[config.mk]
export PLATFORM = sky130hd
export DESIGN_NAME = ggs_regs
export DESIGN_NICKNAME = d
export VERILOG_FILES = /design/src/sv/ggs_pkg.sv /design/src/sv/ggs_regs.sv
export SDC_FILE = /design/constraint.sdc
export NUM_CORES = 1
export LEC_CHECK = 0
export BUFFER_PORTS_ARGS = -buffer_cell sky130_fd_sc_hd__buf_2
export CORE_ASPECT_RATIO = 0.75
export CORE_MARGIN = 2
export CORE_UTILIZATION = 35
export CTS_CLUSTER_DIAMETER = 50
export DETAILED_ROUTE_END_ITERATION = 12
export GPL_TIMING_DRIVEN = 1
export PLACE_DENSITY = 0.66
export SETUP_SLACK_MARGIN = 0.4
export SLEW_MARGIN = 30
export SYNTH_ARGS = -nofsm -noshare
export SYNTH_HDL_FRONTEND = slang
export SYNTH_SLANG_ARGS = --single-unit
export TNS_END_PERCENT = 20
[constraint.sdc]
create_clock -name clk -period 1.6 [get_ports clk]
set_input_delay 0.32 -clock clk [delete_from_list [all_inputs] [get_ports clk]]
set_output_delay 0.32 -clock clk [all_outputs]
set_load 0.02 [all_outputs]
[src/sv/ggs_pkg.sv]
// shared types and constants of the go-to-goal steering block
`default_nettype none
package ggs_pkg;

    localparam int POS_W   = 15;
    localparam int ANG_W   = 16;
    localparam int GAIN_W  = 16;
    localparam int SPEED_W = 16;
    localparam int DIFF_W  = 16;
    localparam int SQ_W    = 32;
    localparam int XY_W    = 19;
    localparam int Z_W     = 17;
    localparam int ERR_W   = 18;
    localparam int PROD_W  = 32;
    localparam int FRAC_GAIN = 12;

    localparam int SQRT_STEPS = 16;
    localparam int TABLE_LEN  = 24;

    localparam logic [15:0]          DIST_MIN  = 16'd205;
    localparam logic [ERR_W-1:0]     ANGLE_MIN = 18'd1638;
    localparam logic signed [Z_W-1:0] HALF_PI  = 17'sd12868;

    localparam logic signed [15:0] ATAN_TABLE [0:TABLE_LEN-1] = '{
        16'sd6434, 16'sd3798, 16'sd2007, 16'sd1019, 16'sd511, 16'sd256,
        16'sd128, 16'sd64, 16'sd32, 16'sd16, 16'sd8, 16'sd4, 16'sd2, 16'sd1,
        16'sd0, 16'sd0, 16'sd0, 16'sd0, 16'sd0, 16'sd0, 16'sd0, 16'sd0,
        16'sd0, 16'sd0
    };

    localparam int ADDR_W = 4;
    localparam int DATA_W = 32;

    typedef enum logic [1:0] {
        REG_GOAL_X      = 2'd0,
        REG_GOAL_Y      = 2'd1,
        REG_GAIN        = 2'd2,
        REG_SPEED_LIMIT = 2'd3
    } reg_idx_t;

    typedef struct packed {
        logic [POS_W-1:0]   goal_x;
        logic [POS_W-1:0]   goal_y;
        logic [GAIN_W-1:0]  gain;
        logic [SPEED_W-1:0] speed_limit;
    } cfg_t;

    typedef struct packed {
        logic [SQ_W-1:0]         rem;
        logic [SQ_W-1:0]         root;
        logic signed [XY_W-1:0]  x;
        logic signed [XY_W-1:0]  y;
        logic signed [Z_W-1:0]   z;
        logic signed [ANG_W-1:0] heading;
    } cell_data_t;

endpackage
`default_nettype wire

[src/sv/ggs_regs.sv]
// configuration register file with apb-style access
`default_nettype none
module ggs_regs
    import ggs_pkg::*;
(
    input  wire logic              clk,
    input  wire logic              rst_n,
    input  wire logic              psel,
    input  wire logic              penable,
    input  wire logic              pwrite,
    input  wire logic [ADDR_W-1:0] paddr,
    input  wire logic [DATA_W-1:0] pwdata,
    output logic      [DATA_W-1:0] prdata,
    output logic                   pready,
    output cfg_t                   cfg
);

    cfg_t     cfg_reg;
    cfg_t     cfg_next;
    reg_idx_t idx;
    logic     wr_en;

    assign idx    = reg_idx_t'(paddr[3:2]);
    assign wr_en  = psel && penable && pwrite;
    assign pready = 1'b1;
    assign cfg    = cfg_reg;

    always_comb
    begin
        cfg_next = cfg_reg;
        if (wr_en)
        begin
            unique case (idx)
                REG_GOAL_X:      cfg_next.goal_x      = pwdata[POS_W-1:0];
                REG_GOAL_Y:      cfg_next.goal_y      = pwdata[POS_W-1:0];
                REG_GAIN:        cfg_next.gain        = pwdata[GAIN_W-1:0];
                REG_SPEED_LIMIT: cfg_next.speed_limit = pwdata[SPEED_W-1:0];
                default:         cfg_next = cfg_reg;
            endcase
        end
    end

    always_comb
    begin
        unique case (idx)
            REG_GOAL_X:      prdata = DATA_W'(cfg_reg.goal_x);
            REG_GOAL_Y:      prdata = DATA_W'(cfg_reg.goal_y);
            REG_GAIN:        prdata = DATA_W'(cfg_reg.gain);
            REG_SPEED_LIMIT: prdata = DATA_W'(cfg_reg.speed_limit);
            default:         prdata = '0;
        endcase
    end

    always_ff @(posedge clk or negedge rst_n)
    begin
        if (!rst_n)
        begin
            cfg_reg.goal_x      <= 15'd2048;
            cfg_reg.goal_y      <= 15'd2048;
            cfg_reg.gain        <= 16'd4096;
            cfg_reg.speed_limit <= 16'd2048;
        end
        else
        begin
            cfg_reg <= cfg_next;
        end
    end

endmodule
`default_nettype wire

==> impl_results.md <==
* Status: finished with violations
* Failing checks: setup timing
* Global-route wire length before repair at 12.4 mm
* Vias per cell at 4.67
* Seq. cell area at 1560 µm²
* Crit start category: flip-flop
* Initial Util at 36.6%
* Total power at 6.89 mW
* Placed cell areas at 3610 µm²
* Pwr dens at 1440 nW/µm²
* GRT met3 Usage at 5.26%
* Nets at 387
* GR Util All Layers at 18.0%
* Reg-to-reg setup timing slack at 0.58 ns
* Design area at 4800 µm²
* Xor and xnor area share after synthesis at 0%
* Vias post-DR at 2,124
* # IOs at 136
* Routed wire length at 7.62 mm
* Hold Vio Cnt, Final at 0
* Static Leakage at 2.34 nW
* CTS Sinks at 62
* GRT overflow at 0
* CP Cell Sequence: mux4_2, buf_6
* DIE AREA at 9100 µm²
* Final worst slack at -0.104 ns
* Max Freq at 0.587 GHz
* Syn Area/Cell at 16.5 µm²
* Synth top area share at 49.7%
* CTS tree: done
* Unique cell type count in the Yosys netlist at 22
* Share of cells above drive strength 1 at 75.7%
* Final period utilization at 107%
* Critical path class: flip-flop to output port
* Synth Area in Adders at 0%
* Largest family of logic cells by synthesized area: multiplexers
* Post-route ant nets at 0
* Multiplexer share of the synthesized area at 37.6%
* Post-Synth Simple-Gate Area at 1.59%
* Maximum root-to-sink buffer count at 2
* Async SR Flop Fraction at 100%
* Buf/Inv on CP at 1
* GRT met2 Usage at 26.9%
* Max reg flops at 62
* Antenna Diode Count at 0
* Critical-path maximum fanout at 3
* Post-synth EDFFs at 0
* Total number of yosys warnings at 0
* Clk root buf: clkbuf_8
* Placement Rows at 28
* Die Span Y at 83.1 µm
* Worst EP arrival at 1.38 ns
* Crit. End Element: output port
* Core area at 7990 µm²
* GPL Wtd Cong at 0.719
* Sequential area share after synthesis at 53.3%
* RSZ-0062 raised after global routing: yes
* Layer with the highest usage: met2
* Synth Cell Area at 2920 µm²
* IO Port Bufs at 100
* H-tree depth at 3
* Final Max Tran Viols at 0
* Worst VDD drop at 0.000662 V
* Crit path max-delay family: multiplexers
* Iter 0 DRT Violations at 54
* Cts bufs inserted at 9
* Met1 Use GR at 25.3%
* Multi-input gate area in the final layout at 1230 µm²
* Delay of the slowest cell on the worst path at 0.49 ns
* Largest cells by area after synthesis: dfrtp_1 (50%), mux2_2 (18%), mux4_2 (8.5%)
* Finish-stage setup viols at 15
* Largest net degree at the start of global routing at 63
* Synth Register Bits at 62
* Post-DP HPWL at 4.73 mm
* CP max stage cell: mux4_2
* Hold Crit Class: primary input to flip-flop
* Period minus WS final at 1.70 ns
* First drt pass iteration count at 4
* Clock Latency Late Sink at 0.33 ns
* Worst endpoint required time at 1.28 ns
* Post-Route Skew at 0 ns
* Width of the die at 109 µm
* Fillcell total at 612
* Yosys top cell by area: dfrtp_1
* # DRC at 0
* Initial antenna violation count at 0
* Cells after Synth at 177
* Complex-gate fraction of the synthesized area at 0%
* Max_cap viols at 0
* Vias in the first global route at 2,310
* Routed len/inst at 16.8 µm
* Ys flop type: dfrtp_1
* Clock-pin slew on the worst setup and hold paths at 0.07 ns
* Area Overhead vs Synth at 64.4%
==> per-stage QoR <==
step	utilization, %	std cells	setup slack [ns]	TNS (ns)	hold slack [ns]
after floorplan	-	192	0.0725	0	0.0244
after global placement	45.2	385	-0.241	-4.78	0.353
after detailed placement	45.2	385	-0.236	-4.87	0.359
after CTS	57.3	440	-0.115	-1.27	0.214
after global routing	60.1	455	-0.152	-1.85	0.215
final	60.1	455	-0.104	-1.12	0.230
==> cells by family (layout without fill, tap and decap cells) <==
kind of cell / Yosys count / after routing
buf+inv: 28 / 186
flops: 62 / 62
other cells: 2 / 17
simple gates: 7 / 7
mux: 78 / 78
==> synth_stat cells, types with 2 or more instances <==
cell type / number
mux2_2: 47
mux2_1: 5
conb_1: 2
buf_6: 3
mux4_1: 4
buf_4: 18
dfstp_2: 4
dfrtp_1: 58
mux2_4: 10
mux4_2: 11
buf_2: 4
==> where the power goes <==
part	total, mW	internal, mW	switching [mW]
sequential	2.22	1.95	0.263
combinational	3.13	1.82	1.31
clock	1.55	0.948	0.603
total	6.89	4.72	2.17
==> what timing repair did <==
action	4_1_cts	5_1_grt
hold buffers	1	0
endpoints found under the hold margin	53	0
endpoints found under the setup margin	124	88
pin swaps	2	1
setup buffers	39	15
gates resized for setup	149	32
==> cells in the final DEF, fill, tap and decap left out, types with 2 or more instances in the layout <==
master,instances
buf_12,7
buf_2,24
buf_4,45
buf_6,93
bufinv_16,2
clkbuf_8,11
clkinv_2,2
conb_1,17
dfrtp_1,58
dfstp_2,4
mux2_1,4
mux2_2,41
mux2_4,17
mux4_2,15
==> per-layer routing <==
metal  wire length [µm]  vias up
met5                  0        -
met4                 84        0
met3                375        8
met2               3660       76
met1               3510     1085
li1                   -      955
==> layout make-up <==
class / count / area share, %
Timing Repair Buffer: 170 / 34.5
Sequential cell: 62 / 32.4
Multi-Input combinational cell: 102 / 25.7
Clock buffer: 11 / 3.15
Tap cell: 105 / 2.74
Clock inverter: 4 / 1.46
Inverter: 1 / 0.0782
==> path summary, 6_finish.rpt <==
kind,start,endpoint,cells past startpoint
setup / recovery,cfg[39]$_DFFE_PN0P_,prdata[7],2
hold / removal,pwdata[15],cfg[31]$_DFFE_PN0P_,2
setup reg to reg,cfg[1]$_DFFE_PN0P_,cfg[1]$_DFFE_PN0P_,3
hold reg to reg,cfg[40]$_DFFE_PN0P_,cfg[40]$_DFFE_PN0P_,1
max in group asynchronous,rst_n,cfg[11]$_DFFE_PN1P_,3
min in group asynchronous,rst_n,cfg[16]$_DFFE_PN0P_,3
No activity file was read; power rests on OpenSTA's default activity.
