<file path="src/sv/ggs_pkg.sv">
// shared types and constants of the go-to-goal steering block
`default_nettype none
package ggs_pkg;

    localparam int POS_W   = 15;
    localparam int ANG_W   = 16;
    localparam int GAIN_W  = 16;
    localparam int SPEED_W = 16;
    localparam int DIFF_W  = 16;
    localparam int SQ_W    = 32;
    localparam int XY_W    = 19;
    localparam int Z_W     = 17;
    localparam int ERR_W   = 18;
    localparam int PROD_W  = 32;
    localparam int FRAC_GAIN = 12;

    localparam int SQRT_STEPS = 16;
    localparam int TABLE_LEN  = 24;

    localparam logic [15:0]          DIST_MIN  = 16'd205;
    localparam logic [ERR_W-1:0]     ANGLE_MIN = 18'd1638;
    localparam logic signed [Z_W-1:0] HALF_PI  = 17'sd12868;

    localparam logic signed [15:0] ATAN_TABLE [0:TABLE_LEN-1] = '{
        16'sd6434, 16'sd3798, 16'sd2007, 16'sd1019, 16'sd511, 16'sd256,
        16'sd128, 16'sd64, 16'sd32, 16'sd16, 16'sd8, 16'sd4, 16'sd2, 16'sd1,
        16'sd0, 16'sd0, 16'sd0, 16'sd0, 16'sd0, 16'sd0, 16'sd0, 16'sd0,
        16'sd0, 16'sd0
    };

    localparam int ADDR_W = 4;
    localparam int DATA_W = 32;

    typedef enum logic [1:0] {
        REG_GOAL_X      = 2'd0,
        REG_GOAL_Y      = 2'd1,
        REG_GAIN        = 2'd2,
        REG_SPEED_LIMIT = 2'd3
    } reg_idx_t;

    typedef struct packed {
        logic [POS_W-1:0]   goal_x;
        logic [POS_W-1:0]   goal_y;
        logic [GAIN_W-1:0]  gain;
        logic [SPEED_W-1:0] speed_limit;
    } cfg_t;

    typedef struct packed {
        logic [SQ_W-1:0]         rem;
        logic [SQ_W-1:0]         root;
        logic signed [XY_W-1:0]  x;
        logic signed [XY_W-1:0]  y;
        logic signed [Z_W-1:0]   z;
        logic signed [ANG_W-1:0] heading;
    } cell_data_t;

endpackage
`default_nettype wire

</file>
<file path="src/sv/ggs_cell.sv">
// one cell: a square-root digit step and/or a cordic vectoring step, each enabled by its step index
`default_nettype none
module ggs_cell
    import ggs_pkg::*;
#(
    parameter int STEP          = 0,
    parameter int CORDIC_STAGES = 16
)
(
    input  wire logic       clk,
    input  wire logic       rst_n,
    input  wire cell_data_t data_in,
    input  wire logic       valid_in,
    output logic            take_up,
    output cell_data_t      data_out,
    output logic            valid_out,
    input  wire logic       take_down
);

    localparam bit DO_ROT  = STEP < CORDIC_STAGES;
    localparam bit DO_SQRT = STEP < SQRT_STEPS;
    localparam int BIT_POS = DO_SQRT ? (2 * (SQRT_STEPS - 1) - 2 * STEP) : 0;
    localparam logic [SQ_W-1:0] BIT_VAL = SQ_W'(1) << BIT_POS;

    logic       valid_reg;
    cell_data_t data_reg;
    cell_data_t data_next;

    logic [SQ_W-1:0]        trial;
    logic signed [XY_W-1:0] xs, ys;
    logic signed [Z_W-1:0]  ang;

    assign take_up   = !valid_reg || take_down;
    assign valid_out = valid_reg;
    assign data_out  = data_reg;

    assign trial = data_in.root + BIT_VAL;
    assign xs    = data_in.x >>> STEP;
    assign ys    = data_in.y >>> STEP;
    assign ang   = Z_W'(ATAN_TABLE[STEP]);

    always_comb
    begin
        data_next = data_in;
        if (DO_SQRT)
        begin
            if (data_in.rem >= trial)
            begin
                data_next.rem  = data_in.rem - trial;
                data_next.root = (data_in.root >> 1) + BIT_VAL;
            end
            else
            begin
                data_next.root = data_in.root >> 1;
            end
        end
        if (DO_ROT)
        begin
            if (data_in.y >= 0)
            begin
                data_next.x = data_in.x + ys;
                data_next.y = data_in.y - xs;
                data_next.z = data_in.z + ang;
            end
            else
            begin
                data_next.x = data_in.x - ys;
                data_next.y = data_in.y + xs;
                data_next.z = data_in.z - ang;
            end
        end
    end

    always_ff @(posedge clk or negedge rst_n)
    begin
        if (!rst_n)
            valid_reg <= 1'b0;
        else if (take_up)
            valid_reg <= valid_in;
    end

    always_ff @(posedge clk)
    begin
        if (take_up)
            data_reg <= data_next;
    end

endmodule
`default_nettype wire

</file>
<file path="config.mk">
export PLATFORM = sky130hd
export DESIGN_NAME = ggs_cell
export DESIGN_NICKNAME = d
export VERILOG_FILES = /design/src/sv/ggs_pkg.sv /design/src/sv/ggs_cell.sv
export SDC_FILE = /design/constraint.sdc
export NUM_CORES = 1
export LEC_CHECK = 0
export BUFFER_PORTS_ARGS = -buffer_cell sky130_fd_sc_hd__buf_2
export CORE_AREA = 2 2 146 148
export CTS_CLUSTER_DIAMETER = 80
export DETAILED_ROUTE_END_ITERATION = 16
export DIE_AREA = 0 0 148 150
export PLACE_DENSITY = 0.86
export SYNTH_ARGS = -nofsm -noshare
export SYNTH_HDL_FRONTEND = slang
export SYNTH_SLANG_ARGS = --single-unit
</file>
<file path="constraint.sdc">
create_clock -name clk -period 4.6 [get_ports clk]
set_clock_uncertainty 0.2 [all_clocks]
set_input_delay 0.46 -clock clk [delete_from_list [all_inputs] [get_ports clk]]
set_output_delay 0.46 -clock clk [all_outputs]
set_load 0.1 [all_outputs]
</file>
==> reports/metrics.csv <==
stage;metric;value;unit
clock_network;CTS resizes;0;
yosys;Synth Warn #;0;
route;number of iterations in the first detailed-routing pass;6;
timing;final setup violation count;0;
timing;f_max;0.3176;GHz
clock_network;Num CTS Buffers;17;
yosys;flops & latches, synth;135;
worst_setup_path;crit path capture type;flip-flop;
timing;final hold violations;0;
route;Post-DRT Antenna Nets;0;
worst_setup_path;cell mode on critical path;a21oi_1;
outcome;status;finished clean;
timing;Final period util;68.45;%
worst_setup_path;CP max-delay cell;a31o_2;
clock_network;CTS tree;done;
placement;gpl congestion;0.9377;
worst_setup_path;Crit path max-delay family;compound AO/OA/AOI/OAI gates;
floorplanning;die area;22200;sq um
timing;Pins Over Slew Limit;0;
route;number of remaining DRC errors;0;
worst_hold_path;worst hold path depth;1;
worst_hold_path;min-delay src;data_in[5];
yosys;top post-synthesis cells by area;edfxtp_1 41%, ha_1 13%, a21oi_1 5.0%;
timing;Slew HR;46.75;%
route;DRT Wirelength;26.77;mm
power_and_ir_drop;Peak supply drop;0.2417;mV
clock_network;worst skew pair latency;0.43;ns
worst_setup_path;r2r setup slk;2.66;ns
global_route;largest net degree at the start of global routing;101;
worst_setup_path;r2r startpoint;valid_out;
placement;IO buf count;275;
worst_hold_path;hold endpoint;data_out[5];
global_route;initial antenna violation count;2;
yosys;area leader, netlist;edfxtp_1;
worst_setup_path;FF-to-FF path depth;2;
yosys;Post-synth EDFFs;134;
timing;crit path time final;3.149;ns
yosys;number of distinct library cells after synthesis;77;
global_route;global-route wire length before repair;41.14;mm
yosys;syn nets;1239;
power_and_ir_drop;Power Density;449.6;nW/um^2
final_layout;layout cell share with drive strength beyond 1;26.58;%
worst_setup_path;buffers plus inverters on the worst setup path;3;
global_route;number of global-route vias before repair;8384;
worst_hold_path;Hold Path Class;in2reg;
clock_network;H-tree level count;4;
global_route;global route overflow;0;
timing;Worst-Margin Slew;0.7988;ns
clock_network;clock sink count;135;
worst_setup_path;worst path required time;4.66;ns
yosys;Synth Cell Area;9804;sq um
floorplanning;core area;20690;sq um
yosys;Synth Flop Type;edfxtp_1;
yosys;register area share after synthesis;41.30;%
final_layout;Final Net Count;1510;
floorplanning;die height;150;microns
worst_setup_path;critical-path maximum fanout;33;
job;total of max-cap violations;0;
worst_setup_path;critical path class;in2reg;
final_layout;Area growth, synth to finish;23.65;%
placement;HPWL after detailed placement;20.56;mm
timing;setup TNS;0;ns
floorplanning;cell row count;53;
power_and_ir_drop;leak pwr;0.005573;uW
floorplanning;starting density of the core;47.39;%
floorplanning;Chip Width;148;microns
power_and_ir_drop;Pwr Total;5450;uW
route;DRT iter0 DRCs;651;
worst_setup_path;CP peak stage delay;0.67;ns
worst_setup_path;CP cell instances;buf_2, inv_1, ha_1, fa_1, nor2b_1, o211ai_2, a21oi_1, a211o_1, a21o_1, a31o_2, buf_4, nor2_1, a21oi_1;
route;via count;8557;
worst_setup_path;worst reg2reg endpoint;data_out[67];
timing;RSZ-0062 raised after global routing;false;
yosys;Syn Area/Cell;9.854;sq um
timing;hold_ws;0.01297;ns
worst_setup_path;Worst Path Arrival;3.21;ns
clock_network;CTS Buffer Depth;2;
clock_network;CTS root buffer;clkbuf_16;
route;vias per cell;5.499;
floorplanning;I/O pin cnt;276;
global_route;all-layer global routing usage;23.51;%
clock_network;register clock-pin slew on the reported worst setup and hold paths;0.06;ns
yosys;synthesized instance count;995;
route;Routed wire per std cell;17.20;microns
yosys;asr flop ratio synth;0.7407;%
worst_setup_path;crit path launch type;primary input;
yosys;Synth top area share;41.04;%
-- per-layer routing --
| layer | track usage, % | share of wire [%] |
|---|---|---|
| met1 | 26.46 | 39 |
| met5 | 0 | 0 |
| met3 | 4.909 | 7.3 |
| met4 | 10.00 | 3.1 |
| met2 | 43.06 | 51 |
-- power breakdown --
part	internal, uW	switching, uW	total (uW)
logic	501	1860	2370
clock network	869	593	1460
registers	1580	45.7	1620
-- cells by family after synthesis --
kind of cell / after synthesis / share of synthesized area [%]
AO/OA/AOI/OAI: 284 / 19.22
XOR/XNOR: 76 / 6.789
adder cells (fa/ha/maj): 105 / 13.78
buffers and inverters: 135 / 5.436
flip-flops: 135 / 41.30
multiplexers: 15 / 1.646
AND/OR/NAND/NOR: 245 / 11.83
-- worst max path at each step --
stage,startpoint,slack (ns),cells past startpoint,endpoint
after floorplan,valid_out,0.83,1,data_out[0]
after CTS,data_in[103],1.46,13,data_out[104]
after global routing,data_in[103],1.27,13,data_out[104]
after global placement,data_in[103],1.18,11,data_out[129]
final,data_in[103],1.45,13,data_out[104]
after detailed placement,data_in[103],1.03,13,data_out[104]
-- cell usage in the layout (no fill, tap or decap), types with 23 or more instances in the layout --
cell / count
edfxtp_1: 134
a21o_1: 30
buf_2: 275
nor2_1: 105
ha_1: 100
nand2_1: 31
nand3_1: 23
xnor2_1: 49
a21oi_1: 97
xor2_1: 27
inv_1: 99
o21ai_0: 37
-- metrics by stage --
step           area (sq um)  util (%)  setup WS, ns  cells
2_1_floorplan          9807         -        0.8339    995
3_3_place_gp          11420     55.20         1.178   1514
3_5_place_dp          11420     55.20         1.028   1514
4_1_cts               12110     58.52         1.460   1553
5_1_grt               12120     58.58         1.266   1555
6_report              12120     58.59         1.451   1556
-- what timing repair did --
action,4_1_cts,5_1_grt
hold buffers,7,1
hold endpoints to repair,7,1
buffers inserted,0,0
-- synth_stat cells (10+ instances only) --
cell type,n
edfxtp_1,134
nor2_1,105
ha_1,100
inv_1,99
a21oi_1,97
xnor2_1,49
o21ai_0,37
nand2_1,31
a21o_1,30
xor2_1,27
nand3_1,23
clkbuf_1,20
nor3_1,18
nand2b_1,16
a211oi_1,13
nand4_1,12
o211ai_1,12
o21bai_1,12
o21ai_1,11
nor2b_1,10
-- flip-flops by register name, summed over array words and instances, names as in the netlist --
signal     count
valid_out      1
data_out     134
-- worst reg2reg max path: cells and delay by family (launching register included) --
kind	cells	cell delay [ns]
and+or+nand+nor	1	0.42
DFF	1	0.41
buffers and inverters	1	0.50
-- area by class of cell --
type	count	area, sq um
diodes	2	5.005
clock inverters	14	187.7
inverters	99	371.6
fillers	1749	8567
clock buffers	18	429.2
flip-flops and latches	135	4049
well taps	275	344.1
repair buffers	288	1506
multi-input cells	725	5230
Note: power is estimated with default switching activity, not from simulation.
