===== src/sv/ggs_pkg.sv =====
// shared types and constants of the go-to-goal steering block
`default_nettype none
package ggs_pkg;

    localparam int POS_W   = 15;
    localparam int ANG_W   = 16;
    localparam int GAIN_W  = 16;
    localparam int SPEED_W = 16;
    localparam int DIFF_W  = 16;
    localparam int SQ_W    = 32;
    localparam int XY_W    = 19;
    localparam int Z_W     = 17;
    localparam int ERR_W   = 18;
    localparam int PROD_W  = 32;
    localparam int FRAC_GAIN = 12;

    localparam int SQRT_STEPS = 16;
    localparam int TABLE_LEN  = 24;

    localparam logic [15:0]          DIST_MIN  = 16'd205;
    localparam logic [ERR_W-1:0]     ANGLE_MIN = 18'd1638;
    localparam logic signed [Z_W-1:0] HALF_PI  = 17'sd12868;

    localparam logic signed [15:0] ATAN_TABLE [0:TABLE_LEN-1] = '{
        16'sd6434, 16'sd3798, 16'sd2007, 16'sd1019, 16'sd511, 16'sd256,
        16'sd128, 16'sd64, 16'sd32, 16'sd16, 16'sd8, 16'sd4, 16'sd2, 16'sd1,
        16'sd0, 16'sd0, 16'sd0, 16'sd0, 16'sd0, 16'sd0, 16'sd0, 16'sd0,
        16'sd0, 16'sd0
    };

    localparam int ADDR_W = 4;
    localparam int DATA_W = 32;

    typedef enum logic [1:0] {
        REG_GOAL_X      = 2'd0,
        REG_GOAL_Y      = 2'd1,
        REG_GAIN        = 2'd2,
        REG_SPEED_LIMIT = 2'd3
    } reg_idx_t;

    typedef struct packed {
        logic [POS_W-1:0]   goal_x;
        logic [POS_W-1:0]   goal_y;
        logic [GAIN_W-1:0]  gain;
        logic [SPEED_W-1:0] speed_limit;
    } cfg_t;

    typedef struct packed {
        logic [SQ_W-1:0]         rem;
        logic [SQ_W-1:0]         root;
        logic signed [XY_W-1:0]  x;
        logic signed [XY_W-1:0]  y;
        logic signed [Z_W-1:0]   z;
        logic signed [ANG_W-1:0] heading;
    } cell_data_t;

endpackage
`default_nettype wire


===== src/sv/ggs_pose_if.sv =====
// pose request channel
`default_nettype none
interface ggs_pose_if;
    logic               valid;
    logic               ready;
    logic [14:0]        pos_x;
    logic [14:0]        pos_y;
    logic signed [15:0] heading;

    modport source (output valid, output pos_x, output pos_y, output heading, input ready);
    modport sink (input valid, input pos_x, input pos_y, input heading, output ready);
endinterface
`default_nettype wire


===== src/sv/ggs_front.sv =====
// offsets to goal, squares, and seeding of the cell chain
`default_nettype none
module ggs_front
    import ggs_pkg::*;
(
    input  wire logic clk,
    input  wire logic rst_n,
    ggs_pose_if.sink  pose,
    input  wire cfg_t cfg,
    output cell_data_t data_out,
    output logic      valid_out,
    input  wire logic take_down
);

    logic v0_reg, v1_reg, v2_reg;
    logic take0, take1, take2;

    logic signed [DIFF_W-1:0]  dx0_reg, dy0_reg;
    logic signed [ANG_W-1:0]   hd0_reg;
    logic signed [DIFF_W-1:0]  dx1_reg, dy1_reg;
    logic signed [ANG_W-1:0]   hd1_reg;
    logic [SQ_W-1:0]           dx2_reg, dy2_reg;
    cell_data_t                seed_reg;
    cell_data_t                seed_next;

    logic signed [DIFF_W-1:0]  dx_next, dy_next;
    logic signed [SQ_W-1:0]    sqx, sqy;

    assign take2 = !v2_reg || take_down;
    assign take1 = !v1_reg || take2;
    assign take0 = !v0_reg || take1;
    assign pose.ready = take0;

    assign valid_out = v2_reg;
    assign data_out  = seed_reg;

    assign dx_next = $signed({1'b0, cfg.goal_x}) - $signed({1'b0, pose.pos_x});
    assign dy_next = $signed({1'b0, cfg.goal_y}) - $signed({1'b0, pose.pos_y});
    assign sqx = dx0_reg * dx0_reg;
    assign sqy = dy0_reg * dy0_reg;

    always_comb
    begin
        seed_next.rem     = dx2_reg + dy2_reg;
        seed_next.root    = '0;
        seed_next.heading = hd1_reg;
        if (dx1_reg < 0)
        begin
            if (dy1_reg >= 0)
            begin
                seed_next.x = XY_W'(dy1_reg);
                seed_next.y = -XY_W'(dx1_reg);
                seed_next.z = HALF_PI;
            end
            else
            begin
                seed_next.x = -XY_W'(dy1_reg);
                seed_next.y = XY_W'(dx1_reg);
                seed_next.z = -HALF_PI;
            end
        end
        else
        begin
            seed_next.x = XY_W'(dx1_reg);
            seed_next.y = XY_W'(dy1_reg);
            seed_next.z = '0;
        end
    end

    always_ff @(posedge clk or negedge rst_n)
    begin
        if (!rst_n)
        begin
            v0_reg <= 1'b0;
            v1_reg <= 1'b0;
            v2_reg <= 1'b0;
        end
        else
        begin
            if (take0)
                v0_reg <= pose.valid;
            if (take1)
                v1_reg <= v0_reg;
            if (take2)
                v2_reg <= v1_reg;
        end
    end

    always_ff @(posedge clk)
    begin
        if (take0)
        begin
            dx0_reg <= dx_next;
            dy0_reg <= dy_next;
            hd0_reg <= pose.heading;
        end
        if (take1)
        begin
            dx1_reg <= dx0_reg;
            dy1_reg <= dy0_reg;
            hd1_reg <= hd0_reg;
            dx2_reg <= sqx;
            dy2_reg <= sqy;
        end
        if (take2)
            seed_reg <= seed_next;
    end

endmodule
`default_nettype wire


===== src/flat_wrapper.sv =====
// flat-port wrapper written by rule: the top's interface ports become plain ports
module ggs_front_flat import ggs_pkg::*;
  (clk, rst_n, cfg, data_out, valid_out, take_down, pose_valid, pose_pos_x, pose_pos_y, pose_heading, pose_ready);
  ggs_pose_if pose_i ();
  input  wire logic clk;
  input  wire logic rst_n;
  input  wire cfg_t cfg;
  output cell_data_t data_out;
  output logic valid_out;
  input  wire logic take_down;
  input wire logic [$bits(pose_i.valid)-1:0] pose_valid;
  input wire logic [$bits(pose_i.pos_x)-1:0] pose_pos_x;
  input wire logic [$bits(pose_i.pos_y)-1:0] pose_pos_y;
  input wire logic [$bits(pose_i.heading)-1:0] pose_heading;
  output wire logic [$bits(pose_i.ready)-1:0] pose_ready;
  assign pose_i.valid = pose_valid;
  assign pose_i.pos_x = pose_pos_x;
  assign pose_i.pos_y = pose_pos_y;
  assign pose_i.heading = pose_heading;
  assign pose_ready = pose_i.ready;
  ggs_front u_core (.clk(clk), .rst_n(rst_n), .pose(pose_i), .cfg(cfg), .data_out(data_out), .valid_out(valid_out), .take_down(take_down));
endmodule

===== config.mk =====
export PLATFORM = sky130hd
export DESIGN_NAME = ggs_front_flat
export DESIGN_NICKNAME = d
export VERILOG_FILES = /design/src/sv/ggs_pkg.sv /design/src/sv/ggs_pose_if.sv /design/src/sv/ggs_front.sv /design/src/flat_wrapper.sv
export SDC_FILE = /design/constraint.sdc
export NUM_CORES = 2
export LEC_CHECK = 0
export BUFFER_PORTS_ARGS = -buffer_cell sky130_fd_sc_hd__buf_2
export CORE_MARGIN = 3
export CORE_UTILIZATION = 60
export DETAILED_ROUTE_END_ITERATION = 12
export PLACE_DENSITY_LB_ADDON = 0.05
export SLEW_MARGIN = 20
export SYNTH_ARGS = -nofsm -noshare
export SYNTH_HDL_FRONTEND = slang
export SYNTH_SLANG_ARGS = --single-unit

===== constraint.sdc =====
create_clock -name clk -period 16.35 [get_ports clk]
set_clock_uncertainty 0.15 [all_clocks]
set_input_delay 1.635 -clock clk [delete_from_list [all_inputs] [get_ports clk]]
set_output_delay 1.635 -clock clk [all_outputs]
set_load 0.05 [all_outputs]

==> impl_metrics.yaml <==
clocking:
  numCtsBuffers: 28
  cts.sinks: 248
  clk_latency_ns: 0.57
  cts-hold-fix-buffers: 0
  cts_tree: "built"
  cts_root_buffer: "clkbuf_16"
  ctsHtreeMaxLevel: 1
  post-cts-setup-buffers: 0
  clock_path_buffers: 3
  clk_pin_slew_worst_paths_ns: 0.07
  post_cts_resized: 0
timing:
  fin_crit_ns: 7.78
  max_slew_margin_pct: 23.5
  tightest_slew_ns: 1.15
  final.setup.worst_slack_ns: 8.57
  drv_slew: 0
  finalCritPeriodShare_pct: 47.6
  rsz0062_at_grt: "false"
  clock.fmax_ghz: 0.129
  final-setup-viol-count: 0
  hold_violations: 0
  setup_tns_ns: 0
layout:
  ff_latch_area_sq_um: 7430
  largest_reg_flops: 89
  n_fill_cell: 3809
  area_growth_pct: 7.99
  fin_nets: 3786
  fin_util_pct: 65.7
  drive_gt1_share_pct: 9.08
  fin_cells: 3602
  multi_input_area_sq_um: 18500
route:
  final_antenna_net_count: 0
  drc: 0
  finalWirelength_um: 63100
  vias: 19400
  via_per_inst: 5.40
  dr.pass1.iters: 5
  wl_per_cell_um: 17.5
  dr.first_iter.drc_count: 1162
setup_path:
  critPathLaunchType: "register"
  crit_path_end_kind: "register"
  cp.arrival_ns: 7.93
  crit_type: "reg -> reg"
  critical_path.max_fanout: 17
  rr_worst_depth: 19
  worstPathRequired_ns: 16.51
yosys:
  synth_seq_cells: 248
  netlist-cell-type-count: 65
  seq_area_frac_synth_pct: 25.5
  syn_inst: 2810
  synth_area_per_cell_sq_um: 10.4
  ys_async_sr_fraction_pct: 1.21
  synth-edff-count: 245
  synth_ff_type: "edfxtp_1"
  ys_warn_count: 0
  syn_area_sq_um: 29100
placed_design:
  dp.cells: 3549
  io_buffers: 182
  dp_slack_ns: 8.68
  hpwl_um: 50000
  globalplace.congestion: 0.871
global_routing:
  globalRouteOverflowTotal: 0
  grt-busiest-layer: "met2"
  grt_pass1_vias: 20900
  grt_antenna_before_repair: 2
  use_met1_pct: 34.8
  grt_usage_pct: 25.8
  grt_pass1_wl_um: 104000
  grtUsageMet3_pct: 3.99
  grt_max_degree: 76
  use_met2_pct: 44.0
flow_run:
  cap_violations: 0
floorplanning:
  rows: 80
  dieArea_sq_um: 51200
  fp.dieW_um: 226
  core_area_sq_um: 47800
  chipHeight_um: 226
  initial_core_util_pct: 60.9
  ios: 249
worst_hold_path:
  min_path_type: "reg -> reg"
  hold_depth: 0
status:
  status: "completed"
-- stage by stage --
stage / hold slack [ns] / instance area (sq um)
3_5_place_dp: 0.255 / 30400
4_1_cts: 0.269 / 31500
5_1_grt: 0.277 / 31500
2_1_floorplan: 0.250 / 29300
6_report: 0.268 / 31500
3_3_place_gp: 0.252 / 30400
-- routing by layer --
layer	vias up	part of all wire, %
li1	8942	-
met5	-	0.021
met1	9849	42
met4	2	3.0
met3	115	6.1
met2	526	49
-- worst max-delay path, cell delays in order, from the launching register on --
cell and delay (ns):
edfxtp_1 0.87, inv_1 0.33, nor2_1 0.31, fa_1 0.62, fa_1 0.58, fa_1 0.46, fa_1 0.51, fa_1 0.49
inv_1 0.05, fa_1 0.47, inv_1 0.04, ha_1 0.35, a21o_1 0.22, a2111oi_0 0.90, nand2_1 0.27, nand4_1 0.21
o21ai_0 0.17, a31o_2 0.27, a21oi_1 0.17, xnor2_1 0.08
-- path summary, 6_finish.rpt --
path	start	to	slack, ns
max in group asynchronous	rst_n	u_core.v0_reg	15.24
min in group asynchronous	rst_n	u_core.valid_out	0.70
min	u_core.hd1_reg[1]	u_core.data_out[1]	0.27
max reg2reg	u_core.dx0_reg[3]	u_core.dx2_reg[31]	8.57
min reg2reg	u_core.hd1_reg[1]	u_core.data_out[1]	0.27
max	u_core.dx0_reg[3]	u_core.dx2_reg[31]	8.57
-- synthesized netlist by cell type (4+ instances only) --
cell type,number,area share [%]
nand2b_1,23,0.49
clkbuf_1,55,0.71
nand2_1,202,2.6
ha_1,238,10
a211oi_1,9,0.23
nor3_1,31,0.53
a31oi_1,6,0.13
and2_1,82,1.8
a221oi_1,6,0.18
a21o_1,28,0.72
or2_2,6,0.13
fa_1,472,32
nor2b_1,20,0.43
edfxtp_1,245,25
o21bai_1,17,0.44
nand3_1,24,0.41
o31ai_1,8,0.21
a21oi_1,98,1.7
xnor2_1,106,3.2
o21a_1,17,0.44
inv_1,715,9.2
or3_1,10,0.21
nor2_1,158,2.0
o211ai_1,4,0.10
a21boi_0,8,0.21
xor2_1,42,1.3
nand4_1,6,0.13
mux2i_1,7,0.24
a31o_2,12,0.36
buf_4,47,1.2
mux2_2,4,0.15
and3_1,10,0.21
o21ai_0,48,0.82
-- cells in the final DEF, fill, tap and decap left out, types with 7 or more instances in the layout --
cell type and instances:
or3_1 10, conb_1 37, o21bai_1 17, buf_4 13
nand3_1 24, fa_1 472, buf_2 182, edfxtp_1 245
o31ai_1 8, nand2_1 202, and3_1 10, ha_1 238
xnor2_1 106, xor2_1 42, and2_1 82, o21ai_0 48
nor2b_1 20, o21a_1 17, a31o_2 12, mux2i_1 7
clkbuf_16 28, nor3_1 31, nand2b_1 22, nor2_1 158
a211oi_1 9, inv_1 715, a21oi_1 98, a21boi_0 8
a21o_1 28
-- layout make-up --
type,count,share of cell area [%]
multi-input cells,1776,59.0
flip-flops and latches,248,23.6
inverters,715,8.53
repair buffers,195,3.21
well taps,615,2.45
clock buffers,30,2.25
clock inverters,22,0.951
diodes,1,0.00796
-- logic make-up (layout without fill, tap and decap cells) --
group	count (synthesis)	after routing	synth area share, %
buf+inv	822	962	11.3
fa+ha+maj	710	710	42.7
simple gates	587	587	9.37
compound gates	283	283	6.30
flops	248	248	25.5
xor+xnor	148	148	4.45
mux	11	11	0.395
other cells	1	38	0.0129
Power is left out: the tool's default activity adds up to more than one toggle a clock period on the data nets, which glitch-free logic cannot reach.
