### config.mk
export PLATFORM = sky130hd
export DESIGN_NAME = ggs_back_flat
export DESIGN_NICKNAME = d
export VERILOG_FILES = /design/src/sv/ggs_pkg.sv /design/src/sv/ggs_cmd_if.sv /design/src/sv/ggs_back.sv /design/src/flat_wrapper.sv
export SDC_FILE = /design/constraint.sdc
export NUM_CORES = 1
export LEC_CHECK = 0
export BUFFER_PORTS_ARGS = -buffer_cell sky130_fd_sc_hd__buf_2
export CAP_MARGIN = 20
export CORE_MARGIN = 2
export CORE_UTILIZATION = 44
export CTS_CLUSTER_SIZE = 24
export DETAILED_ROUTE_END_ITERATION = 12
export GPL_TIMING_DRIVEN = 0
export HOLD_SLACK_MARGIN = 0.1
export PLACE_DENSITY = 0.66
export SETUP_SLACK_MARGIN = 0.2
export SYNTH_ARGS = -nofsm -noshare
export SYNTH_HDL_FRONTEND = slang
export SYNTH_SLANG_ARGS = --single-unit
### constraint.sdc
create_clock -name clk -period 2.3 [get_ports clk]
set_input_delay 0.345 -clock clk [delete_from_list [all_inputs] [get_ports clk]]
set_output_delay 0.345 -clock clk [all_outputs]
set_load 0.03 [all_outputs]
### src/sv/ggs_pkg.sv
// shared types and constants of the go-to-goal steering block
`default_nettype none
package ggs_pkg;

    localparam int POS_W   = 15;
    localparam int ANG_W   = 16;
    localparam int GAIN_W  = 16;
    localparam int SPEED_W = 16;
    localparam int DIFF_W  = 16;
    localparam int SQ_W    = 32;
    localparam int XY_W    = 19;
    localparam int Z_W     = 17;
    localparam int ERR_W   = 18;
    localparam int PROD_W  = 32;
    localparam int FRAC_GAIN = 12;

    localparam int SQRT_STEPS = 16;
    localparam int TABLE_LEN  = 24;

    localparam logic [15:0]          DIST_MIN  = 16'd205;
    localparam logic [ERR_W-1:0]     ANGLE_MIN = 18'd1638;
    localparam logic signed [Z_W-1:0] HALF_PI  = 17'sd12868;

    localparam logic signed [15:0] ATAN_TABLE [0:TABLE_LEN-1] = '{
        16'sd6434, 16'sd3798, 16'sd2007, 16'sd1019, 16'sd511, 16'sd256,
        16'sd128, 16'sd64, 16'sd32, 16'sd16, 16'sd8, 16'sd4, 16'sd2, 16'sd1,
        16'sd0, 16'sd0, 16'sd0, 16'sd0, 16'sd0, 16'sd0, 16'sd0, 16'sd0,
        16'sd0, 16'sd0
    };

    localparam int ADDR_W = 4;
    localparam int DATA_W = 32;

    typedef enum logic [1:0] {
        REG_GOAL_X      = 2'd0,
        REG_GOAL_Y      = 2'd1,
        REG_GAIN        = 2'd2,
        REG_SPEED_LIMIT = 2'd3
    } reg_idx_t;

    typedef struct packed {
        logic [POS_W-1:0]   goal_x;
        logic [POS_W-1:0]   goal_y;
        logic [GAIN_W-1:0]  gain;
        logic [SPEED_W-1:0] speed_limit;
    } cfg_t;

    typedef struct packed {
        logic [SQ_W-1:0]         rem;
        logic [SQ_W-1:0]         root;
        logic signed [XY_W-1:0]  x;
        logic signed [XY_W-1:0]  y;
        logic signed [Z_W-1:0]   z;
        logic signed [ANG_W-1:0] heading;
    } cell_data_t;

endpackage
`default_nettype wire

### src/sv/ggs_cmd_if.sv
// drive command request channel
`default_nettype none
interface ggs_cmd_if;
    logic        valid;
    logic        ready;
    logic [15:0] forward_speed;
    logic [15:0] turn_rate;

    modport source (output valid, output forward_speed, output turn_rate, input ready);
    modport sink (input valid, input forward_speed, input turn_rate, output ready);
endinterface
`default_nettype wire

### src/sv/ggs_back.sv
// heading error, steering decision, speed product and output register
`default_nettype none
module ggs_back
    import ggs_pkg::*;
(
    input  wire logic       clk,
    input  wire logic       rst_n,
    input  wire cfg_t       cfg,
    input  wire cell_data_t data_in,
    input  wire logic       valid_in,
    output logic            take_up,
    ggs_cmd_if.source       cmd
);

    logic vp_reg, vo_reg;
    logic take_o;

    logic                   far_reg, turn_reg;
    logic [15:0]            mag_reg;
    logic [PROD_W-1:0]      prod_reg;
    logic [SPEED_W-1:0]     fs_reg, tr_reg;

    logic [15:0]             distance;
    logic signed [ERR_W-1:0] err;
    logic [ERR_W-1:0]        mag;
    logic [15:0]             mag_sat;
    logic [PROD_W-FRAC_GAIN-1:0] spd_raw;
    logic [SPEED_W-1:0]      spd;
    logic [SPEED_W-1:0]      fs_next, tr_next;

    assign take_o  = !vo_reg || cmd.ready;
    assign take_up = !vp_reg || take_o;

    assign distance = data_in.root[15:0];
    assign err      = ERR_W'(data_in.z) - ERR_W'(data_in.heading);
    assign mag      = (err < 0) ? ERR_W'(-err) : ERR_W'(err);
    assign mag_sat  = (mag > ERR_W'(16'hFFFF)) ? 16'hFFFF : mag[15:0];

    assign spd_raw = prod_reg[PROD_W-1:FRAC_GAIN];
    assign spd     = (spd_raw > (PROD_W-FRAC_GAIN)'(cfg.speed_limit)) ? cfg.speed_limit
                                                                      : spd_raw[15:0];
    assign fs_next = (far_reg && !turn_reg) ? spd : '0;
    assign tr_next = (far_reg && turn_reg) ? mag_reg : '0;

    assign cmd.valid         = vo_reg;
    assign cmd.forward_speed = fs_reg;
    assign cmd.turn_rate     = tr_reg;

    always_ff @(posedge clk or negedge rst_n)
    begin
        if (!rst_n)
        begin
            vp_reg <= 1'b0;
            vo_reg <= 1'b0;
        end
        else
        begin
            if (take_up)
                vp_reg <= valid_in;
            if (take_o)
                vo_reg <= vp_reg;
        end
    end

    always_ff @(posedge clk)
    begin
        if (take_up)
        begin
            far_reg  <= distance > DIST_MIN;
            turn_reg <= mag > ANGLE_MIN;
            mag_reg  <= mag_sat;
            prod_reg <= cfg.gain * distance;
        end
        if (take_o)
        begin
            fs_reg <= fs_next;
            tr_reg <= tr_next;
        end
    end

endmodule
`default_nettype wire

### src/flat_wrapper.sv
// flat-port wrapper written by rule: the top's interface ports become plain ports
module ggs_back_flat import ggs_pkg::*;
  (clk, rst_n, cfg, data_in, valid_in, take_up, cmd_valid, cmd_forward_speed, cmd_turn_rate, cmd_ready);
  ggs_cmd_if cmd_i ();
  input  wire logic clk;
  input  wire logic rst_n;
  input  wire cfg_t cfg;
  input  wire cell_data_t data_in;
  input  wire logic valid_in;
  output logic take_up;
  output wire logic [$bits(cmd_i.valid)-1:0] cmd_valid;
  output wire logic [$bits(cmd_i.forward_speed)-1:0] cmd_forward_speed;
  output wire logic [$bits(cmd_i.turn_rate)-1:0] cmd_turn_rate;
  input wire logic [$bits(cmd_i.ready)-1:0] cmd_ready;
  assign cmd_valid = cmd_i.valid;
  assign cmd_forward_speed = cmd_i.forward_speed;
  assign cmd_turn_rate = cmd_i.turn_rate;
  assign cmd_i.ready = cmd_ready;
  ggs_back u_core (.clk(clk), .rst_n(rst_n), .cfg(cfg), .data_in(data_in), .valid_in(valid_in), .take_up(take_up), .cmd(cmd_i));
endmodule
==> results of run 1 <==
worst paths after layout:
kind,from,endpoint,slack (ns),cells after the start
min reg2reg,u_core.vp_reg,u_core.cmd.valid,0.47,1
max in group asynchronous,rst_n,u_core.cmd.valid,1.85,2
max,cfg[21],u_core.prod_reg[31],-3.32,24
max reg2reg,u_core.prod_reg[13],u_core.cmd.forward_speed[11],-0.25,12
min,valid_in,u_core.vp_reg,0.20,2
min in group asynchronous,rst_n,u_core.cmd.valid,0.35,2
repair_timing:
item,in CTS,in global routing
setup buffers,88,32
gates resized for setup,233,121
hold buffers,1,0
setup endpoints to repair,53,53
hold endpoints to repair,2,0
cloned,3,1
pin swaps,121,84
stage by stage:
stage / hold slack (ns) / setup slack (ns)
after floorplan: 0.0494 / -3.19
after global placement: 0.130 / -4.16
after detailed placement: 0.132 / -4.23
after CTS: 0.196 / -3.34
after global routing: 0.218 / -3.49
final: 0.204 / -3.32
logic make-up after synthesis:
family	Yosys count
simple gates	441
fa+ha+maj	329
buf+inv	313
compound gates	162
flops	72
xor+xnor	43
mux	5
routing by layer:
layer	vias up	routed length [um]	global-route usage (%)
met3	71	1720	3.07
met4	2	1000	6.74
met1	5240	13900	28.0
met2	292	17300	40.0
met5	-	10	0
li1	4896	-	-
power groups by stage:
stage	Clock (mW)	Combinational (mW)	Sequential [mW]
2_1_floorplan	0	12.5	2.83
3_3_place_gp	0	15.8	2.73
3_5_place_dp	0	16.1	2.72
4_1_cts	1.27	21.8	2.71
5_1_grt	1.33	26.1	2.76
6_report	1.25	23.7	2.74
cell usage after synthesis (7+ instances only):
master | number | share of area [%]
sky130_fd_sc_hd__clkbuf_1 | 51 | 1.5
sky130_fd_sc_hd__and2_1 | 115 | 5.6
sky130_fd_sc_hd__nand2_1 | 164 | 4.8
sky130_fd_sc_hd__a21oi_1 | 35 | 1.4
sky130_fd_sc_hd__nand2_2 | 10 | 0.49
sky130_fd_sc_hd__nand4_1 | 8 | 0.39
sky130_fd_sc_hd__inv_1 | 257 | 7.5
sky130_fd_sc_hd__o21a_1 | 7 | 0.41
sky130_fd_sc_hd__nand3_1 | 28 | 1.1
sky130_fd_sc_hd__xor2_1 | 18 | 1.2
sky130_fd_sc_hd__nor2_1 | 35 | 1.0
sky130_fd_sc_hd__a21o_1 | 16 | 0.94
sky130_fd_sc_hd__and3_1 | 22 | 1.1
sky130_fd_sc_hd__nor3_1 | 14 | 0.55
sky130_fd_sc_hd__xnor2_1 | 23 | 1.6
sky130_fd_sc_hd__edfxtp_1 | 70 | 16
sky130_fd_sc_hd__o21ai_0 | 35 | 1.4
sky130_fd_sc_hd__fa_1 | 194 | 30
sky130_fd_sc_hd__nand2b_1 | 8 | 0.39
sky130_fd_sc_hd__ha_1 | 135 | 13
layout make-up:
cell class	instances	area share, %
plain buffers	56	4.68
inverters	257	5.72
flip-flops and latches	72	12.5
multi-input cells	980	61.7
clock inverters	5	0.197
well taps	384	2.80
repair buffers	242	11.0
clock buffers	11	1.35
==> results.json, run 1 <==
{
  "placedInstanceArea_sq_um": 14500,
  "register_area_sq_um": 2150,
  "nNetsFinal": 2148,
  "global_route_wire_length_before_repair_mm": 54.6,
  "timing.critical_path.to_type": "register",
  "max_ffs_per_register": 20,
  "skew_ns": 0.00703,
  "clkSinkCount": 72,
  "worst_slew_pin_slew_ns": 0.785,
  "instances_no_fill": 2007,
  "path_class": "in -> reg",
  "vias": 10500,
  "asyncSetResetFlopFracSynth_pct": 2.78,
  "worst_setup_path_start_kind": "input port",
  "place_congestion": 0.905,
  "drtIter0Drc": 535,
  "clock_path_buffers": 2,
  "vdd_ir_drop_max_uv": 2290,
  "chipHeight_um": 175,
  "worst-path-max-fanout": 7,
  "violations": "setup timing",
  "post-route-util_pct": 59.8,
  "holdCritPathClass": "in -> reg",
  "synth.distinct_cells": 78,
  "critical_path_top_delay_cell": "sky130_fd_sc_hd__fa_1",
  "net_sw_share_pct": 45.0,
  "area_growth_pct": 33.8,
  "synth_ff_type": "sky130_fd_sc_hd__edfxtp_1",
  "finalCriticalPeriod_ns": 5.62,
  "worst_path_cell_chain": "buf_12, buf_8, buf_4, buf_6, nand2_2, fa_1, inv_1, fa_1, fa_1, fa_1, fa_1, inv_1, fa_1, inv_2, ha_4, a21o_1, a2111o_1, a41oi_2, buf_6, buf_12, o21ai_4, a31o_4, a21oi_2, xnor2_1",
  "grt_remaining_overflow": 0,
  "ys_warn_count": 0,
  "dominant_combinational_cell_family_by_area_after_synthesis": "adder cells",
  "report.final.hold_viol_count": 0,
  "root_buf_cell": "sky130_fd_sc_hd__clkbuf_16",
  "max_cap_violations": 0,
  "post_synthesis_instance_area_sq_um": 12800,
  "timing.slew.headroom_pct": 47.6,
  "synth-edff-count": 70,
  "power.switching_mw": 12.5,
  "initial_core_util_pct": 44.7,
  "via_count_of_the_first_global_routing_pass": 11000,
  "postSynthCellCount": 1365,
  "post_synthesis_adder_cell_area_fraction_pct": 43.4,
  "floorplan.die.width_um": 175,
  "vias_per_cell": 5.23,
  "num_antenna_cells": 0,
  "drive_gt1_share_pct": 33.0,
  "synth.mux.area_fraction_pct": 0.497,
  "routed_wirelength_mm": 33.9,
  "fillerInstances": 2354,
  "floorplan.die_area_sq_um": 30600,
  "synthSimpleGateAreaFrac_pct": 17.6,
  "ys_ff_latch": 72,
  "synthesis.nets": 1895,
  "place.port_buffers": 115,
  "power_leakage_nw": 8.10,
  "drt_pre_antenna_iters": 5,
  "clkTransAtPathRegs_ns": 0.06,
  "dr_drc_count": 0,
  "synth-compound-area-share_pct": 9.33,
  "dp_cells": 1866,
  "timing.final.ws_setup_ns": -3.32,
  "drt.antenna.violating_nets": 0,
  "power_report.internal_total_mw": 15.2,
  "p_clk_share_pct": 4.5,
  "grt_antenna_before_repair": 1,
  "layout_common_cells": "sky130_fd_sc_hd__inv_1, sky130_fd_sc_hd__fa_1, sky130_fd_sc_hd__nand2_1, sky130_fd_sc_hd__ha_1, sky130_fd_sc_hd__buf_4",
  "tritoncts.num_buffers": 9,
  "post-route-period-util_pct": 244,
  "cellPowerDensity_nw_per_um2": 1610,
  "finalSetupTns_ns": -73.68,
  "sequentialPowerShare_pct": 9.9,
  "fmax_ghz": 0.178,
  "yosysSeqAreaShare_pct": 16.8,
  "cts_max_level": 3,
  "place_hpwl_mm": 25.8,
  "cts_tree": "built",
  "grt_util_all_layers_pct": 22.3,
  "yosys.area_share.xor_xnor_pct": 3.14,
  "setup-violations-final": 53,
  "grt_setup_unrepaired": "true",
  "stdcell_area_sq_um": 17200,
  "final_routed_wire_length_divided_by_cell_count_um": 16.9,
  "worstPathBufferInverterCount": 9,
  "design.core.area_sq_um": 28700,
  "clkLatencyLatePin_ns": 0.33,
  "crit_path_frequent_cell": "sky130_fd_sc_hd__fa_1",
  "critPathArrivalTime_ns": 5.71,
  "post-layout-total-power_mw": 27.7,
  "timing.critical_path.required_ns": 2.38,
  "average_cell_area_after_synthesis_sq_um": 9.41,
  "critical-path-top-delay-family": "adder cells",
  "drv_slew": 0,
  "multi_input_area_sq_um": 10600,
  "layout_commonest_cell": "sky130_fd_sc_hd__inv_1",
  "io-pin-count": 235,
  "row_cnt": 62,
  "grt_max_degree": 34,
  "outcome": "finished with violations",
  "combinational_share_of_power_pct": 85.6,
  "max_stage_delay_ns": 0.55
}
(Power assumes the default switching activity.)
==> run 2, diff against run 1 <==
PLACE_DENSITY = 0.63   (was 0.66)
clock period = 6.9 ns   (was 2.3 ns; I/O delays follow)
==> results.json, run 2 (same netlist as run 1, synthesis figures left out) <==
{
  "max_ffs_per_register": 20,
  "placedInstanceArea_sq_um": 13900,
  "clkSinkCount": 72,
  "drt.antenna.violating_nets": 0,
  "grt_setup_unrepaired": "true",
  "post-route-period-util_pct": 95.3,
  "initial_core_util_pct": 44.7,
  "clkLatencyLatePin_ns": 0.34,
  "grt_util_all_layers_pct": 21.3,
  "vias": 9854,
  "holdCritPathClass": "reg -> reg",
  "place_congestion": 0.904,
  "fmax_ghz": 0.152,
  "design.core.area_sq_um": 28700,
  "row_cnt": 62,
  "routed_wirelength_mm": 31.7,
  "via_count_of_the_first_global_routing_pass": 10100,
  "skew_ns": 0.00824,
  "post-route-util_pct": 50.8,
  "floorplan.die.width_um": 175,
  "timing.critical_path.required_ns": 6.98,
  "drt_pre_antenna_iters": 5,
  "clock_path_buffers": 2,
  "vdd_ir_drop_max_uv": 906,
  "global_route_wire_length_before_repair_mm": 51.8,
  "area_growth_pct": 13.6,
  "finalCriticalPeriod_ns": 6.57,
  "layout_common_cells": "sky130_fd_sc_hd__inv_1, sky130_fd_sc_hd__fa_1, sky130_fd_sc_hd__nand2_1, sky130_fd_sc_hd__ha_1, sky130_fd_sc_hd__and2_1",
  "critPathArrivalTime_ns": 6.66,
  "max_cap_violations": 0,
  "root_buf_cell": "sky130_fd_sc_hd__clkbuf_16",
  "stdcell_area_sq_um": 14600,
  "dr_drc_count": 0,
  "clkTransAtPathRegs_ns": 0.06,
  "worst-path-max-fanout": 10,
  "floorplan.die_area_sq_um": 30600,
  "place_hpwl_mm": 25.8,
  "layout_commonest_cell": "sky130_fd_sc_hd__inv_1",
  "worst_setup_path_start_kind": "input port",
  "outcome": "complete, no violations",
  "path_class": "in -> reg",
  "grt_remaining_overflow": 0,
  "report.final.hold_viol_count": 0,
  "timing.critical_path.to_type": "register",
  "finalSetupTns_ns": 0,
  "grt_antenna_before_repair": 0,
  "tritoncts.num_buffers": 9,
  "worst_slew_pin_slew_ns": 0.812,
  "timing.slew.headroom_pct": 45.4,
  "setup-violations-final": 0,
  "io-pin-count": 235,
  "nNetsFinal": 2025,
  "hold_buffers": 0,
  "cts_max_level": 3,
  "drtIter0Drc": 515,
  "drv_slew": 0,
  "vias_per_cell": 5.23,
  "cellPowerDensity_nw_per_um2": 459,
  "chipHeight_um": 175,
  "place.port_buffers": 115,
  "cts_tree": "built",
  "final_routed_wire_length_divided_by_cell_count_um": 16.8,
  "power_leakage_nw": 7.12,
  "drive_gt1_share_pct": 15.3,
  "fillerInstances": 2710,
  "num_antenna_cells": 0,
  "grt_max_degree": 34
}
[run 2: through the flow]
step	total power [mW]	instances	setup WS, ns	hold slack, ns
after floorplan	4.59	1365	0.223	0.435
after global placement	5.65	1864	-0.772	0.446
after detailed placement	5.71	1866	-0.781	0.452
after CTS	6.42	1883	0.206	0.465
after global routing	7.45	1884	0.171	0.469
final	6.70	1884	0.327	0.462
[run 2: worst max-delay path, cell delays in order]
cell,delay [ns]
sky130_fd_sc_hd__buf_2,0.16
sky130_fd_sc_hd__buf_4,0.21
sky130_fd_sc_hd__and2_1,0.17
sky130_fd_sc_hd__fa_1,0.52
sky130_fd_sc_hd__fa_1,0.59
sky130_fd_sc_hd__fa_1,0.46
sky130_fd_sc_hd__fa_1,0.49
sky130_fd_sc_hd__fa_1,0.54
sky130_fd_sc_hd__inv_1,0.05
sky130_fd_sc_hd__fa_1,0.52
sky130_fd_sc_hd__inv_1,0.04
sky130_fd_sc_hd__ha_1,0.22
sky130_fd_sc_hd__a21oi_2,0.17
sky130_fd_sc_hd__o21ai_2,0.10
sky130_fd_sc_hd__a2111o_1,0.44
sky130_fd_sc_hd__a41oi_4,0.33
sky130_fd_sc_hd__o21ai_2,0.11
sky130_fd_sc_hd__a31o_2,0.24
sky130_fd_sc_hd__a21oi_2,0.16
sky130_fd_sc_hd__xnor2_1,0.09
[run 2: worst paths after layout]
path | to | slack (ns) | cells after the start | start
setup / recovery | u_core.prod_reg[31] | 0.33 | 20 | cfg[20]
max in group asynchronous | u_core.vp_reg | 6.34 | 1 | rst_n
hold / removal | u_core.cmd.valid | 0.46 | 1 | u_core.vp_reg
hold reg to reg | u_core.cmd.valid | 0.46 | 1 | u_core.vp_reg
min in group asynchronous | u_core.cmd.valid | 0.47 | 1 | rst_n
setup reg to reg | u_core.cmd.forward_speed[13] | 3.97 | 12 | u_core.prod_reg[13]
[run 2: report_power, final]
group	total (mW)	switching [mW]	internal [mW]
combinational	5.32	3.04	2.28
clock	0.472	0.188	0.284
sequential	0.903	0.0525	0.851
[run 2: final cells by class]
class	instances	area (sq um)	area share [%]
tap	384	480	3.29
sequential	72	2150	14.8
clock buffer	9	225	1.54
clock inverter	7	78.8	0.540
timing repair buffer	119	631	4.32
buffer	56	437	2.99
inverter	257	965	6.61
multi-input combinational	980	9620	65.9
[run 2: timing repair]
action | 4_1_cts | 5_1_grt
pin swaps | 2 | 13
resized for setup | 62 | 85
setup buffers | 1 | 1
endpoints found under the setup margin | 14 | 9
[run 2: layer usage]
metal / routed length [um] / vias up / global-route usage [%]
met5: 0 / - / 0
met4: 1030 / 0 / 6.63
met3: 1470 / 56 / 2.28
met2: 16000 / 278 / 37.5
met1: 13200 / 4863 / 27.5
li1: - / 4657 / -
